File: config.mk
export PLATFORM = sky130hd
export DESIGN_NAME = fctc_ctrl
export DESIGN_NICKNAME = d
export VERILOG_FILES = /design/src/design/fctc_pkg.sv /design/src/design/fctc_ctrl.sv
export SDC_FILE = /design/constraint.sdc
export NUM_CORES = 1
export LEC_CHECK = 0
export ABC_AREA = 0
export BUFFER_PORTS_ARGS = -buffer_cell sky130_fd_sc_hd__buf_4
export CORE_AREA = 2 2 39 41
export CTS_CLUSTER_SIZE = 16
export DETAILED_ROUTE_END_ITERATION = 16
export DIE_AREA = 0 0 41 43
export SLEW_MARGIN = 15
export SYNTH_ARGS = -nofsm -noshare
export SYNTH_HDL_FRONTEND = slang
export SYNTH_SLANG_ARGS = --single-unit
File: constraint.sdc
create_clock -name clk -period 1.3 [get_ports clk]
set_input_delay 0.13 -clock clk [delete_from_list [all_inputs] [get_ports clk]]
set_output_delay 0.13 -clock clk [all_outputs]
set_load 0.03 [all_outputs]
File: src/design/fctc_pkg.sv
// shared types, codes and constants of the finite-context text classifier
// no dependencies; imported by every design file
package fctc_pkg;

  // default parameter values
  localparam int ORDER_DEF      = 1;
  localparam int COUNT_BITS_DEF = 16;

  // fixed widths
  localparam int INFO_W     = 40;
  localparam int LOG_W      = 22;
  localparam int CNT_ADDR_W = 17;
  localparam int TOT_ADDR_W = 9;
  localparam int AN_W       = 25;
  localparam int CFG_IDX_W  = 2;
  localparam int CFG_DATA_W = 16;

  // operation codes
  localparam logic [1:0] OP_LOAD    = 2'd0;
  localparam logic [1:0] OP_SCORE   = 2'd1;
  localparam logic [1:0] OP_RESTART = 2'd2;

  // verdict codes
  localparam logic [1:0] VERDICT_B_LOWER = 2'd0;
  localparam logic [1:0] VERDICT_A_LOWER = 2'd1;
  localparam logic [1:0] VERDICT_EQUAL   = 2'd2;

  // configuration register indexes
  localparam logic [CFG_IDX_W-1:0] REG_ALPHA    = 2'd0;
  localparam logic [CFG_IDX_W-1:0] REG_ALPHABET = 2'd1;

  // reset values of the configuration registers
  localparam logic [15:0] ALPHA_RESET    = 16'd256;
  localparam logic [8:0]  ALPHABET_RESET = 9'd256;

  // skipped bytes
  localparam logic [7:0] SYM_TAB     = 8'd9;
  localparam logic [7:0] SYM_NEWLINE = 8'd10;

  typedef struct packed {
    logic [1:0]  operation;
    logic        model_select;
    logic [7:0]  context_index;
    logic [7:0]  symbol;
    logic [15:0] count_value;
  } in_item_t;

  typedef struct packed {
    logic [INFO_W-1:0] model_a_info;
    logic [INFO_W-1:0] model_b_info;
    logic [1:0]        verdict;
    logic              scored;
    logic              skipped;
  } out_item_t;

  typedef enum logic [3:0] {
    S_CLEAR,
    S_IDLE,
    S_DECODE,
    S_LD_WR,
    S_SC_START,
    S_SC_WAIT,
    S_SC_ACC,
    S_DONE
  } state_t;

  // controller to datapath
  typedef struct packed {
    logic clear_step;
    logic capture;
    logic simple;
    logic mem_write;
    logic log_start;
    logic acc_update;
    logic out_load;
  } cmd_t;

  // datapath to controller
  typedef struct packed {
    logic [1:0] op;
    logic       skip_sym;
    logic       win_full;
    logic       log_done;
    logic       clear_last;
  } stat_t;

endpackage

File: src/design/fctc_ctrl.sv
// controller state machine: clearing pass, item sequencing, output register valid
// depends on fctc_pkg
module fctc_ctrl (
  input  logic            clk,
  input  logic            rst,
  input  logic            in_valid,
  output logic            in_ready,
  output logic            out_valid,
  input  logic            out_ready,
  input  fctc_pkg::stat_t stat,
  output fctc_pkg::cmd_t  cmd
);
  import fctc_pkg::*;

  state_t state;
  state_t state_next;

  // state register
  always_ff @(posedge clk) begin
    if (rst) begin
      state <= S_CLEAR;
    end else begin
      state <= state_next;
    end
  end

  // next state
  always_comb begin
    state_next = state;
    case (state)
      S_CLEAR: if (stat.clear_last) state_next = S_IDLE;
      S_IDLE: if (in_valid) state_next = S_DECODE;
      S_DECODE: begin
        case (stat.op)
          OP_LOAD: state_next = S_LD_WR;
          OP_SCORE: begin
            if (!stat.skip_sym && stat.win_full) state_next = S_SC_START;
            else state_next = S_DONE;
          end
          default: state_next = S_DONE;
        endcase
      end
      S_LD_WR: state_next = S_DONE;
      S_SC_START: state_next = S_SC_WAIT;
      S_SC_WAIT: if (stat.log_done) state_next = S_SC_ACC;
      S_SC_ACC: state_next = S_DONE;
      S_DONE: if (!out_valid || out_ready) state_next = S_IDLE;
      default: state_next = S_CLEAR;
    endcase
  end

  // outputs
  always_comb begin
    cmd            = '0;
    in_ready       = (state == S_IDLE);
    cmd.clear_step = (state == S_CLEAR);
    cmd.capture    = (state == S_IDLE) && in_valid;
    cmd.simple     = (state == S_DECODE);
    cmd.mem_write  = (state == S_LD_WR);
    cmd.log_start  = (state == S_SC_START);
    cmd.acc_update = (state == S_SC_ACC);
    cmd.out_load   = (state == S_DONE) && (!out_valid || out_ready);
  end

  // output valid
  always_ff @(posedge clk) begin
    if (rst) begin
      out_valid <= 1'b0;
    end else if (cmd.out_load) begin
      out_valid <= 1'b1;
    end else if (out_ready) begin
      out_valid <= 1'b0;
    end
  end

endmodule

== Yosys cells after proc, flatten, opt, wreduce, memory -nomap -nowiden ==
Cells that the tools add are included.
Widths: inputs -> output; s select.

* Input port bits: 10
* Flip-flop bits (word level): 5
* Logic and storage cells: 34
* Output and inout bits: 9

* Muxes and demuxes: 9
* Equality and inequality tests: 12
* Reductions and logical operators: 11

{| class="wikitable"
|+ Operators by type and width
! operator !! number
|-
| $pmux 4 s7 || 1
|-
| $eq 4x3->1 const B || 4
|-
| $mux 4 || 4
|-
| $eq 4x2->1 const B || 2
|-
| $ne 2x2->1 const B || 4
|-
| $pmux 3 s2 || 1
|-
| $eq 4x1->1 const B || 1
|-
| $logic_not 4->1 || 1
|-
| $reduce_and 4->1 || 1
|-
| $logic_and 1x1->1 || 3
|-
| $eq 2x1->1 const B || 1
|-
| $logic_not 1->1 || 2
|-
| $logic_not 2->1 || 1
|-
| $mux 1 || 2
|-
| $mux 2 || 1
|-
| $reduce_bool 2->1 || 1
|-
| $reduce_or 2->1 || 1
|-
| $logic_or 1x1->1 || 1
|}

== Longest topological paths before layout ==
Gate-level depths: netlist (run 1).

* Depth after elaboration: 5
* Mapped depth: 4
* Mapped depth without buffers: 3

== Least setup slack after synthesis (run 1) ==
OpenSTA, ideal clock, no wires.

* Kind: register to output
* Start point: register state[1]
* End point: output cmd[4] (netlist name)
* Required time: 1.170 ns
* Path slack: -0.127 ns
* Arrival time: 1.297 ns
* Cell stages (with the launch flop): 3
* Path through: dfxtp_1 buf_4 nor3b_1

{| class="wikitable"
|+ RTL lines
! item !! line !! source
|-
| start, declared || fctc_ctrl.sv:15 || <nowiki>state_t state;</nowiki>
|-
| start signal, assigned || fctc_ctrl.sv:23 || <nowiki>state <= state_next;</nowiki>
|-
| end, declared || fctc_ctrl.sv:11 || <nowiki>output fctc_pkg::cmd_t cmd</nowiki>
|}

==> flow_summary.toml, run 1 <==
[run_status]
outcome = "completed"

[floorplan]
die_area_mm2 = 0.001763
io_pins = 19
start_util = 0.2297
rows = 14
die_x_um = 41
core_mm2 = 0.001384
die_h_um = 43

[critical_path]
crit_path_start = "state[1]"
crit_type = "flop to output pin"
cp_max_fo = 10
cp_data_arrival_time_ns = 1.14
reg2reg_to = "state[2]"
ff2ff_setup_slack_ns = 0.12
start_kind = "flop"
endpoint = "cmd[5]"
cp.required_ns = 1.17
timing.rr.start = "state[0]"
worst_r2r_path_depth = 3
end_kind = "output pin"

[power]
power.leakage_nw = 0.2528
ir_worst_vdd_mv = 0.7427
p_per_area_mw_per_mm2 = 1037

[cells_and_area]
nNetsFinal = 75
antennaDiodeCount = 0
areaGrowthSynthToFinish_pct = 70.47
final_layout_size_suffix_gt1_frac = 0.5873
final_cells = 79

[hold_path]
hold_class = "input port to flop"

[clock_tree]
post_cts_resized = 1
htree_num_levels = 1
clkTransAtPathRegs_ns = 0.04
numCtsBuffers = 3
cts_root_buf = "clkbuf_4"
clock_path_buffers = 2
cts_setup_buffers = 0
cts_tree = "yes"
cts_hold_buf = 0
clk_latency_ns = 0.24
cts.sinks = 4

[logic_synthesis]
synth_area_um2 = 317.8
syn_area_per_cell_um2 = 7.945
ys_seq_elements = 4
synthDistinctLibCells = 27
syn_nets = 50
seq_area_frac_synth = 0.2520
synthCells = 40
yosysWarningCount = 0

[sta]
min_period_ns = 1.268
period_share = 0.9757
hold_violations = 0
rsz0062_at_grt = "true"
skew_ns = 0.001176
max_slew_margin = 0.8431
holdWs_ns = 0.07492
setup_viol = 0
worst_pin_slew_ns = 0.2338
slew_viol_final = 0
max_freq_mhz = 788.4

[route]
ant_nets = 0
via_per_inst = 4.684
dr.pass1.iters = 2
wl_per_cell_um = 10.42
drc_errors = 0
drtIter0Drc = 2
vias = 370
wirelength_um = 823

[global_routing]
grt_pass1_wl_mm = 1.290
grt_max_degree = 12
grt_pass1_vias = 335
gr-usage-all-layers = 0.1084
grt-ovfl-total = 0
antenna_found_initial = 0

[place]
hpwlAfterDp_um = 657.5
gp_congestion = 0.7581
dp.cells = 76
io_buffer_count = 18

[run]
maxCapViolCount = 0
-- cell families (layout without fill, tap and decap cells) --
family | Yosys count | after routing | synth area share
DFF | 4 | 4 | 0.2520
buffers and inverters | 4 | 27 | 0.09446
muxes | 1 | 1 | 0.03150
and+or+nand+nor | 23 | 23 | 0.4252
AOI/OAI and AO/OA | 8 | 8 | 0.1969
-- state kept, by name (all words and copies together) (netlist names) --
name / flops
out_valid: 1
state: 3
-- area by class of cell --
type,instances,area (um2)
sequential,4,87.58
timing repair buffer,23,172.7
clock buffer,3,22.52
tap,16,20.02
fill,152,842.1
multi-input combinational,32,235.2
inverter,1,3.754
-- synth_stat cells --
master,count,share of area
a21o_1,1,0.024
a21oi_1,1,0.016
a221oi_2,1,0.047
a311oi_1,1,0.028
and3_1,1,0.020
and3_2,1,0.024
and3b_1,1,0.028
buf_4,2,0.047
buf_6,1,0.035
dfxtp_1,4,0.25
inv_1,1,0.012
mux2i_1,1,0.031
nand2_1,2,0.024
nand2b_1,1,0.020
nand3_1,1,0.016
nand4bb_1,1,0.035
nor2_1,5,0.059
nor2b_1,2,0.039
nor3_1,3,0.047
nor3b_1,2,0.047
nor4_1,1,0.020
o211ai_1,1,0.024
o21ai_0,1,0.016
o22ai_1,1,0.020
o31ai_1,1,0.024
or2b_1,1,0.024
or3_2,1,0.024
-- where the power goes --
| group | internal (mW) | switching, mW |
|---|---|---|
| clock | 0.103 | 0.0519 |
| combinational | 0.118 | 0.131 |
| sequential | 0.138 | 0.0208 |
| total | 0.359 | 0.203 |
-- metal layers --
layer | wire, um | track usage | vias to the layer above
li1 | - | - | 195
met1 | 357 | 0.1318 | 163
met2 | 413 | 0.1625 | 10
met3 | 32 | 0.01571 | 2
met4 | 21 | 0.08000 | 0
met5 | 0 | 0 | -
-- how the worst min path moves through the flow --
stage | startpoint | end | cells after the start
final | rst | state[2] | 2
after floorplan | rst | state[0] | 1
after detailed placement | rst | out_valid | 2
after global placement | rst | out_valid | 2
after CTS | rst | state[0] | 2
after global routing | rst | state[2] | 2
-- placed cells by master, fill, tap and decap left out --
cell type,instances
nand2_1,2
nor2_2,1
a21o_1,1
dfxtp_1,2
nor2b_1,1
nor4_1,1
nor2_1,3
mux2i_1,1
o31ai_1,1
o21ai_0,1
o22ai_1,1
nor3b_2,2
nor2_4,1
nor3_2,1
a221oi_2,1
nor3_1,2
nand3_1,1
clkbuf_4,3
a21oi_1,1
and3b_1,1
a311oi_1,1
buf_4,23
and3_2,1
or3_2,1
nand2b_1,1
nor2b_2,1
or2b_1,1
nand4bb_1,1
dfxtp_4,2
and3_1,1
inv_1,1
o211ai_1,1
-- stage by stage --
stage	util	cell area, um2	TNS (ns)	setup WS [ns]	power (mW)
after floorplan	-	335.3	-0.02258	-0.02258	0.3160
after detailed placement	0.3626	501.7	0	0.08525	0.4020
after global placement	0.3626	501.7	0	0.1219	0.3992
after CTS	0.3797	525.5	-0.08763	-0.04927	0.5624
final	0.3915	541.8	0	0.03158	0.5621
after global routing	0.3915	541.8	-0.007666	-0.006632	0.5961
-- critical path, stage by stage (launching register included) --
cell     delay, ns
dfxtp_1       0.32
buf_4         0.18
nor2_4        0.05
and3_2        0.20
buf_4         0.16
(Power assumes the default switching activity.)
==> run 2, diff against run 1 <==
GPL_TIMING_DRIVEN = 0   (was unset)
PLACE_DENSITY = 0.47   (was unset)
clock period = 1.5 ns   (was 1.3 ns; I/O delays follow)
==> run 2 against run 1 <==
Net effect: setup slack better by 0.077 ns; final cell count down 2.5%; wire length up 2.8%; register-to-register slack better by 0.24 ns; die area unchanged; combinational power down 17%; largest cell class unchanged; clock power down 16%; global-route usage up 0.22 points; sequential share of layout area up 0.21 points.
==> flow_summary.toml, run 2 (synthesis results as in run 1) <==
[run_status]
outcome = "completed"

[critical_path]
start_kind = "flop"
cp_max_fo = 10
crit_type = "flop to output pin"
cp_data_arrival_time_ns = 1.24
cp.required_ns = 1.35
end_kind = "output pin"

[cells_and_area]
layout_commonest_cell = "buf_4"
antennaDiodeCount = 0
largest_reg_flops = 3
final_cells = 77
final_layout_size_suffix_gt1_frac = 0.4590
final_area_um2 = 496.7
largest_register = "state"
largestRegisters = "state x3, out_valid x1"
areaGrowthSynthToFinish_pct = 56.30
nNetsFinal = 73
layout_common_cells = "20 x buf_4, 5 x nor2_1, 3 x nor3_1, 3 x clkbuf_4, 3 x dfxtp_1"

[sta]
fin_tns_setup_ns = 0
max_freq_mhz = 718.9
rsz0062_at_grt = "false"
period_share = 0.9273
min_period_ns = 1.391
skew_ns = 0.002523
slew_viol_final = 0
worst_pin_slew_ns = 0.2293
hold_violations = 0
max_slew_margin = 0.8461
setup_viol = 0

[power]
p_per_area_mw_per_mm2 = 937.4
power.leakage_nw = 0.2331
ir_worst_vdd_mv = 0.3118

[floorplan]
die_x_um = 41
die_area_mm2 = 0.001763
rows = 14
start_util = 0.2297
die_h_um = 43
core_mm2 = 0.001384
io_pins = 19

[clock_tree]
cts_root_buf = "clkbuf_4"
cts_tree = "yes"
cts.sinks = 4
cts_hold_buf = 0
clkTransAtPathRegs_ns = 0.04
post_cts_resized = 0
clk_latency_ns = 0.23
cts_setup_buffers = 0
numCtsBuffers = 3
clock_path_buffers = 2
htree_num_levels = 1

[route]
ant_nets = 0
route.layer.met1.wl_um = 385
wirelength_um = 846
dr.max_layer_used = "met3"
wl_per_cell_um = 10.99
vias = 351
dr.pass1.iters = 1
met3_length_um = 60
drc_errors = 0
drtIter0Drc = 0
via_per_inst = 4.558
wl_met2_um = 400

[global_routing]
grt_pass1_wl_mm = 1.311
grt_max_degree = 11
grt_pass1_vias = 344
grt-ovfl-total = 0
gr-usage-all-layers = 0.1107
antenna_found_initial = 0

[place]
dpl_cell_area_um2 = 473.0
gp_congestion = 0.6354
io_buffer_count = 18
hpwlAfterDp_um = 655.7
dp.cells = 74

[hold_path]
hold_class = "input port to flop"

[run]
maxCapViolCount = 0
==> run 2: per-stage QoR <==
step	power (mW)	util	setup slack, ns	hold WS (ns)
6_report	0.4656	0.3590	0.1091	0.1127
5_1_grt	0.4988	0.3590	0.03701	0.1146
4_1_cts	0.4739	0.3580	0.03119	0.1054
3_5_place_dp	0.3375	0.3418	0.3140	0.3548
3_3_place_gp	0.3383	0.3418	0.2950	0.3565
2_1_floorplan	0.2669	-	0.05303	0.2221
==> run 2: path summary, 6_finish.rpt <==
kind              slack [ns]  cells after the start     start   endpoint
setup / recovery        0.11                      4  state[1]     cmd[0]
hold / removal          0.11                      2       rst  out_valid
setup reg to reg        0.36                      4  state[0]   state[0]
hold reg to reg         0.65                      3  state[1]   state[0]
==> run 2: final cells by class <==
cell class | instances | area (um2)
Inverter | 1 | 3.754
Sequential cell | 4 | 81.33
Fill cell | 153 | 887.1
Multi-Input combinational cell | 32 | 207.7
Buffer | 3 | 26.28
Timing Repair Buffer | 18 | 135.1
Tap cell | 16 | 20.02
Clock buffer | 3 | 22.52
==> run 2: metal layers <==
layer | track usage | vias to the layer above
met5 | 0 | -
met4 | 0.08000 | 0
met3 | 0.02094 | 0
met2 | 0.1719 | 11
met1 | 0.1262 | 151
li1 | - | 189
==> run 2: report_power, final <==
group / switching, mW / internal, mW
clock: 0.0404 / 0.0892
sequential: 0.0128 / 0.118
combinational: 0.113 / 0.0922
==> run 2: worst max-delay path, cell delays in order, from the launching register on <==
cell and delay, ns:
dfxtp_2 0.37, buf_4 0.18, nand3_1 0.11, nor2_1 0.16, buf_4 0.19
==> run 3, diff against run 2 <==
CELL_PAD_IN_SITES_DETAIL_PLACEMENT = 1   (was unset)
CELL_PAD_IN_SITES_GLOBAL_PLACEMENT = 1   (was unset)
PLACE_DENSITY = 0.65   (was 0.47)
==> run 3 against run 2 <==
Net effect: clock skew up 0.0020 ns; cell area is the same; sequential power barely moved; largest power group unchanged; non-clock buffer count did not move; fmax up 2.9%; utilization is the same.
==> flow_summary.toml, run 3 (synthesis results as in run 1) <==
[cells_and_area]
antennaDiodeCount = 0
largest_register = "state"
fillers = 174
layout_commonest_cell = "buf_4"
largest_reg_flops = 3
layout_common_cells = "20 x buf_4, 5 x nor2_1, 3 x nor3_1, 3 x clkbuf_4, 3 x dfxtp_1"
nNetsFinal = 73
final_cells = 77
multi_input_area_um2 = 207.7
areaGrowthSynthToFinish_pct = 56.30
register_area_um2 = 81.33
final_layout_size_suffix_gt1_frac = 0.4590
largestRegisters = "state x3, out_valid x1"

[floorplan]
core_mm2 = 0.001384
rows = 14
die_h_um = 43
io_pins = 19
die_x_um = 41
die_area_mm2 = 0.001763
start_util = 0.2297

[clock_tree]
cts_setup_buffers = 0
cts_root_buf = "clkbuf_4"
clkTransAtPathRegs_ns = 0.04
htree_num_levels = 1
cts_tree = "yes"
clock_path_buffers = 2
cts.sinks = 4
numCtsBuffers = 3
clk_latency_ns = 0.23

[sta]
min_period_ns = 1.352
fin_tns_setup_ns = 0
hold_violations = 0
rsz0062_at_grt = "false"
slew_viol_final = 0
worst_pin_slew_ns = 0.2231
setup_viol = 0
max_freq_mhz = 739.6
period_share = 0.9014
skew_ns = 0.004486
holdWs_ns = 0.1122
max_slew_margin = 0.8499

[route]
wirelength_um = 856
ant_nets = 0
via_per_inst = 4.766
wl_per_cell_um = 11.12
drc_errors = 0
drtIter0Drc = 2
dr.pass1.iters = 2
vias = 367

[power]
p_per_area_mw_per_mm2 = 933.4
power_mw = 0.4636
ir_worst_vdd_mv = 0.3932
power.leakage_nw = 0.2331

[global_routing]
grt_pass1_wl_mm = 1.290
antenna_found_initial = 0
grt-ovfl-total = 0
grt_pass1_vias = 333
grt_max_degree = 11
gr-usage-all-layers = 0.1083

[run]
maxCapViolCount = 0

[critical_path]
cp_max_fo = 10
cpMostUsedCell = "buf_4"
worst_r2r_path_depth = 4
end_kind = "output pin"
path_cells = "buf_4 -> nand3_1 -> nor2_1 -> buf_4"
cp_data_arrival_time_ns = 1.20
slowest_delay_ns = 0.37
cp.required_ns = 1.35
start_kind = "flop"
crit_type = "flop to output pin"
slowest_stage = "dfxtp_2"

[place]
io_buffer_count = 18
hpwlAfterDp_um = 701.7
dp.cells = 74
gp_congestion = 0.7017

[run_status]
outcome = "completed"

[hold_path]
hold_depth = 2
hold_class = "input port to flop"
-- run 3: critical path, delay by kind of cell (launching register included) --
family | cells | cell delay (ns)
DFF | 1 | 0.37
buffers and inverters | 2 | 0.36
and+or+nand+nor | 2 | 0.24
-- run 3: where the power goes --
group / leakage (nW) / total [mW] / switching, mW / internal [mW]
Sequential: 0.0332 / 0.130 / 0.0121 / 0.118
Clock: 0.0138 / 0.128 / 0.0388 / 0.0891
Combinational: 0.186 / 0.205 / 0.113 / 0.0923
-- run 3: metal layers --
layer  track usage  wire [um]  vias up
met1        0.1442        389      166
met3       0.01571         60        0
met4       0.08000          0        0
met5             0          0        -
li1              -          -      190
met2        0.1500        406       11
-- run 3: path summary, 6_finish.rpt --
check,from,endpoint,slack (ns)
worst max-delay path,state[1],cmd[0],0.15
worst min-delay path,rst,out_valid,0.11
worst max register to register,state[0],state[0],0.36
worst min register to register,state[1],state[0],0.64
-- run 3: through the flow --
step,utilization,setup slack [ns],instance area (um2)
6_report,0.3590,0.1479,496.7
5_1_grt,0.3590,0.04513,496.7
4_1_cts,0.3580,0.05297,495.5
3_5_place_dp,0.3418,0.3163,473.0
3_3_place_gp,0.3418,0.3016,473.0
2_1_floorplan,-,0.05303,317.8
-- run 3: cell type report --
class,instances,area share
Buffer,3,0.05290
Tap cell,16,0.04030
Multi-Input combinational cell,32,0.4181
Sequential cell,4,0.1637
Inverter,1,0.007557
Timing Repair Buffer,18,0.2720
Clock buffer,3,0.04534
-- run 3: what timing repair did --
item | CTS | global route
setup endpoints to repair | 0 | 1
endpoints found under the hold margin | 0 | 0
gates resized for setup | 0 | 1
hold buffers | 0 | 0
